## src/sv/bpa_ram.sv

```systemverilog
// generic single-port-write, single-port-read ram with registered read
`default_nettype none

module bpa_ram #(
    parameter int WIDTH = 64,
    parameter int DEPTH = 64,
    parameter int AW    = (DEPTH > 1) ? $clog2(DEPTH) : 1
) (
    input  wire logic             i_clk,
    input  wire logic             i_we,
    input  wire logic [AW-1:0]    i_waddr,
    input  wire logic [WIDTH-1:0] i_wdata,
    input  wire logic [AW-1:0]    i_raddr,
    output logic      [WIDTH-1:0] o_rdata
);
    logic [WIDTH-1:0] mem [DEPTH];

    always_ff @(posedge i_clk) begin
        if (i_we) begin
            mem[i_waddr] <= i_wdata;
        end
        o_rdata <= mem[i_raddr];
    end
endmodule

`default_nettype wire

```

## config.mk

```make
export PLATFORM = sky130hd
export DESIGN_NAME = bpa_ram
export DESIGN_NICKNAME = d
export VERILOG_FILES = /design/src/sv/bpa_ram.sv
export SDC_FILE = /design/constraint.sdc
export NUM_CORES = 2
export LEC_CHECK = 0
export ABC_AREA = 0
export BUFFER_PORTS_ARGS = -buffer_cell sky130_fd_sc_hd__buf_2
export CAP_MARGIN = 20
export CORE_MARGIN = 1
export CORE_UTILIZATION = 60
export CTS_CLUSTER_SIZE = 12
export DETAILED_ROUTE_END_ITERATION = 16
export MAX_ROUTING_LAYER = met4
export PLACE_DENSITY = 0.8
export SYNTH_ARGS = -nofsm -noshare
export SYNTH_HDL_FRONTEND = slang
export SYNTH_SLANG_ARGS = --single-unit
```

## constraint.sdc

```tcl
create_clock -name i_clk -period 8.5 [get_ports i_clk]
set_input_delay 0.85 -clock i_clk [delete_from_list [all_inputs] [get_ports i_clk]]
set_output_delay 0.85 -clock i_clk [all_outputs]
set_load 0.01 [all_outputs]
```

# Yosys cells after proc, flatten, opt, wreduce, memory -nomap -nowiden
# Memory sizes are Yosys's and may differ from the RTL's. A register that Yosys moved wholly into a read port is not among the register bits.
# Index checks and enable logic that the tools add are counted.
# word_totals
ram_bits,4096
word_cells,3
ff_bits,0
mem_count,1
output_inout_bits,64
in_bits,78
# mem_list
name,depth,word_bits,rd,rd_ports_with_merged_regs,write_ports,line,source
mem,64,64,1,1,1,16,logic [WIDTH-1:0] mem [DEPTH];
# op_classes
muxes,2
# ops
cell,n
$mux 1,2

# Longest topological paths before layout
# logic_depth
ltp_word,2
mapped_depth,9
depth_no_buf,5

# Worst setup path before layout
# Ideal clock, no wire load.
# synth_path
kind,input to register
startpoint,input port i_waddr[3]
endpoint,"memory mem[48][0], enable pin"
path_slack_ns,2.214
stages,4
setup_ns,0.564
arrival_ns,5.722
path_buffers,1
t_required_ns,7.936
cell_sequence,clkbuf_1 -> nor2b_1 -> nand4b_1 -> nor3_1
# synth_rtl
element,line,source
start: declaration,11,"input wire logic [AW-1:0] i_waddr,"
end: declaration,16,
# No word-level cell before the write port.

# Worst setup path in the final report
# layout_path
startpoint,input port i_waddr[1]
endpoint,"memory mem[11][3], enable pin"
# No word-level cell before the write port.

==> results.md <==
- CP delay by family, top: simple AND/OR/NAND/NOR gates
- Root buffer cell: clkbuf_16
- Slew Viols, Final: 0
- Synth unique cells: 33
- Syn avg cell area: roughly 24 um2
- Antenna violation net count after detailed routing: 0
- Syn_nets: approximately 6700
- First-pass GRT wire length: 621000 um
- Cell Pwr Density: 239 nW/um2
- Worst-case clock skew: ~0.08 ns
- Worst EP required: ~9.0 ns
- Fin nets: between 7000 and 8000
- Final RePlAce weighted congestion: slightly below 0.9
- Cts bufs inserted: about 420
- Share of cells above drive strength 1: 26.7%
- Largest family of logic cells by synthesized area: multiplexers
- Class of the worst hold path: input pin to flip-flop
- Setup Crit Path Kind: input pin to flip-flop
- Hold Path Cell Cnt: 1
- Finished Core Util: ~67%
- FF-to-FF End: o_rdata[3]
- Die Y: around 510 um
- Clk slew on worst S/H paths: about 0.060 ns
- Post-cts resize count: 0
- Die X: about 510 um
- Worst-path maximum fanout: about 40
- Mapped Area: 156000 um2
- Max-Cap Viols: 0
- Status: complete, no violations
- Dpl cell area: around 160000 um2
- Slew at the pin closest to its max-slew limit: about 1.3 ns
- Period utilisation layout: 42.4%
- Xor/xnor share of the synthesized area: 0%
- Synth Warn #: 0
- Setup crit end kind: flip-flop
- Largest net degree at the start of global routing: approximately 130
- Crit path buf inv count: 2
- 1st-iter DRT viols: around 14000
- Vias post-DR: between 80000 and 90000
- Initial Util: between 60 and 70%
- # rows: around 190
- Final Critical Period: roughly 3.6 ns
- Synth-to-layout area growth: 11.4%
- Core footprint: 259000 um2
- Max clock buf depth: 4
- DRC: 0
- Highest Clock Rate: around 280 MHz
- WL/cell: 42.0 um
- Post-synth EDFFs: just over 4000
- Gate count after technology mapping: 6598
- TNS Setup: 0 ns
- CP arrival: 4.14 ns
- P_leak: about 54 nW
- Hold Violations, Final: 0
- CTS tree: yes
- Setup Fix Bufs, Post-CTS: 0
- Yosys reg bits: around 4200
- Compound-Gate Fraction of Synth Area: under 10%
- Post-synthesis simple-gate area fraction: approximately 1.2%
- Worst hold endpoint: mem[8][1]
- Post-Layout Cell Count: 10700
- H-Tree Level Count: 5
- Vias in the first global route: about 80000
- Final Setup Violations: 0
- Worst slew margin: roughly 13%
- Worst Setup Start Kind: input pin
- Vias per Instance: 7.47
- Reg2reg path depth: 4
- # fillers: approximately 14000
- HP Start: i_wdata[1]
- Max stage delay on crit path: around 1.1 ns
- VDD IR-drop max: ~0.24 mV
- Adder-cell share of the synthesized area: 0%
- FF-to-FF Start: mem[3][3]
- Initial antenna violation count: 38
- Top FF cell, synth: edfxtp_1
- Worst-Skew Late Latency: slightly above 1 ns
- RSZ-0062 raised after global routing: false
- Total Routing Usage GR: between 30% and 40%
- Setup slack, reg-to-reg: ~6.2 ns
- # IOs: approximately 140
- Post-detail-place hpwl: approximately 220000 um
- Cell chain of the critical path: buf_2, nor2b_1, nand3_1, nor2_4, buf_4
- Die area: roughly 260000 um2
- Fin area: ~170000 um2
- Crit-path slowest cell: nor2_4
- Post-synthesis mux area share: ~16%
- IO Port Bufs: ~140
- GRT overflow: 0
- Seq/Total Area, Yosys: between 70% and 80%
- Placed cells: around 9900
- Routed WL: 450000 um
- Pre-antenna DRT Iters: 7
- Clk sink count: 4160
- Asr flop ratio synth: 0%
- Post-CTS Hold Fix Bufs: 0
-- stage by stage --
step                      power, mW  hold slack [ns]  worst slack, ns
after floorplan                24.3            0.788             2.21
after global placement         25.1            0.817             4.03
after detailed placement       25.1            0.841             3.98
after CTS                      41.6            0.517             4.97
after global routing           42.4            0.181             4.68
final                          41.7            0.182             4.89
-- layout by cell type (no fill, tap or decap), types with 43 or more instances in the layout --
| master | instances |
|---|---|
| a211oi_1 | 63 |
| a22o_1 | 88 |
| a22oi_1 | 168 |
| and3_1 | 64 |
| buf_2 | 138 |
| buf_4 | 159 |
| clkbuf_1 | 205 |
| clkbuf_16 | 417 |
| dfxtp_1 | 64 |
| diode_2 | 43 |
| edfxtp_1 | 4096 |
| mux2i_1 | 135 |
| mux4_2 | 1024 |
| nand2_1 | 56 |
| nand3_1 | 45 |
| nor2_1 | 47 |
| nor2_4 | 65 |
| o22ai_1 | 83 |
-- layout make-up --
| class | count | area (um2) | area share [%] |
|---|---|---|---|
| clock inverters | 53 | 455 | 0.261 |
| well taps | 3402 | 4260 | 2.44 |
| repair buffers | 343 | 2820 | 1.62 |
| multi-input cells | 2049 | 30800 | 17.7 |
| inverters | 19 | 71.3 | 0.0409 |
| clock buffers | 638 | 11400 | 6.56 |
| diodes | 43 | 108 | 0.0618 |
| flip-flops and latches | 4160 | 124000 | 71.3 |
-- kinds of logic after synthesis --
group,count (synthesis)
DFF,4160
muxes,1159
AOI/OAI and AO/OA,504
buffers and inverters,389
and+or+nand+nor,386
-- sequential cells by signal, summed over array words and instances (netlist names) --
signal / flops
o_rdata: 64
mem: 4096
-- worst register-to-register path: stages (launching register included) --
cell and delay, ns:
edfxtp_1 0.42, mux4_2 0.50, a22oi_1 0.81, and3_1 0.27, a211oi_1 0.06
-- where the power goes --
| group | total (mW) | switching [mW] | internal (mW) |
|---|---|---|---|
| clock network | 16.8 | 7.54 | 9.29 |
| logic | 1.99 | 1.28 | 0.716 |
| registers | 22.8 | 0.129 | 22.7 |
| total | 41.7 | 8.95 | 32.7 |
-- Yosys cell counts (6+ instances only) --
| cell | instances | share of area (%) |
|---|---|---|
| nand3_1 | 45 | 0.14 |
| clkbuf_1 | 140 | 0.34 |
| or2_2 | 28 | 0.11 |
| nor2b_1 | 28 | 0.11 |
| nor2_1 | 112 | 0.27 |
| nand2b_1 | 11 | 0.044 |
| o22ai_1 | 83 | 0.33 |
| o221ai_1 | 38 | 0.21 |
| dfxtp_1 | 64 | 0.82 |
| a22oi_1 | 168 | 0.81 |
| a31oi_1 | 18 | 0.072 |
| and3_1 | 64 | 0.26 |
| a2bb2oi_1 | 19 | 0.11 |
| a211oi_1 | 63 | 0.30 |
| inv_1 | 19 | 0.046 |
| edfxtp_1 | 4096 | 79 |
| buf_6 | 6 | 0.043 |
| mux4_2 | 1024 | 15 |
| a22o_1 | 88 | 0.49 |
| a41oi_1 | 26 | 0.15 |
| buf_2 | 170 | 0.54 |
| nand2_1 | 58 | 0.14 |
| mux2i_1 | 135 | 0.86 |
| or3_1 | 29 | 0.12 |
| buf_1 | 20 | 0.048 |
| buf_4 | 34 | 0.16 |
-- worst max path at each step --
stage	startpoint	end	slack, ns	depth (start not counted)
after global placement	i_raddr[0]	o_rdata[25]	4.03	7
after detailed placement	i_raddr[0]	o_rdata[25]	3.98	7
after global routing	i_raddr[0]	o_rdata[25]	4.68	7
after CTS	i_raddr[0]	o_rdata[25]	4.97	7
after floorplan	i_waddr[3]	mem[48][0]	2.21	4
final	i_waddr[1]	mem[11][3]	4.89	5
-- layer usage --
metal | up-vias | track usage [%] | share of wire (%)
met1 | 40900 | 44.1 | 31
met2 | 8312 | 53.4 | 48
met3 | 1608 | 8.60 | 15
met4 | 0 | 20.7 | 6.7
li1 | 29200 | - | -
met5 | - | - | 0
Power figures use the tool's default switching activity.
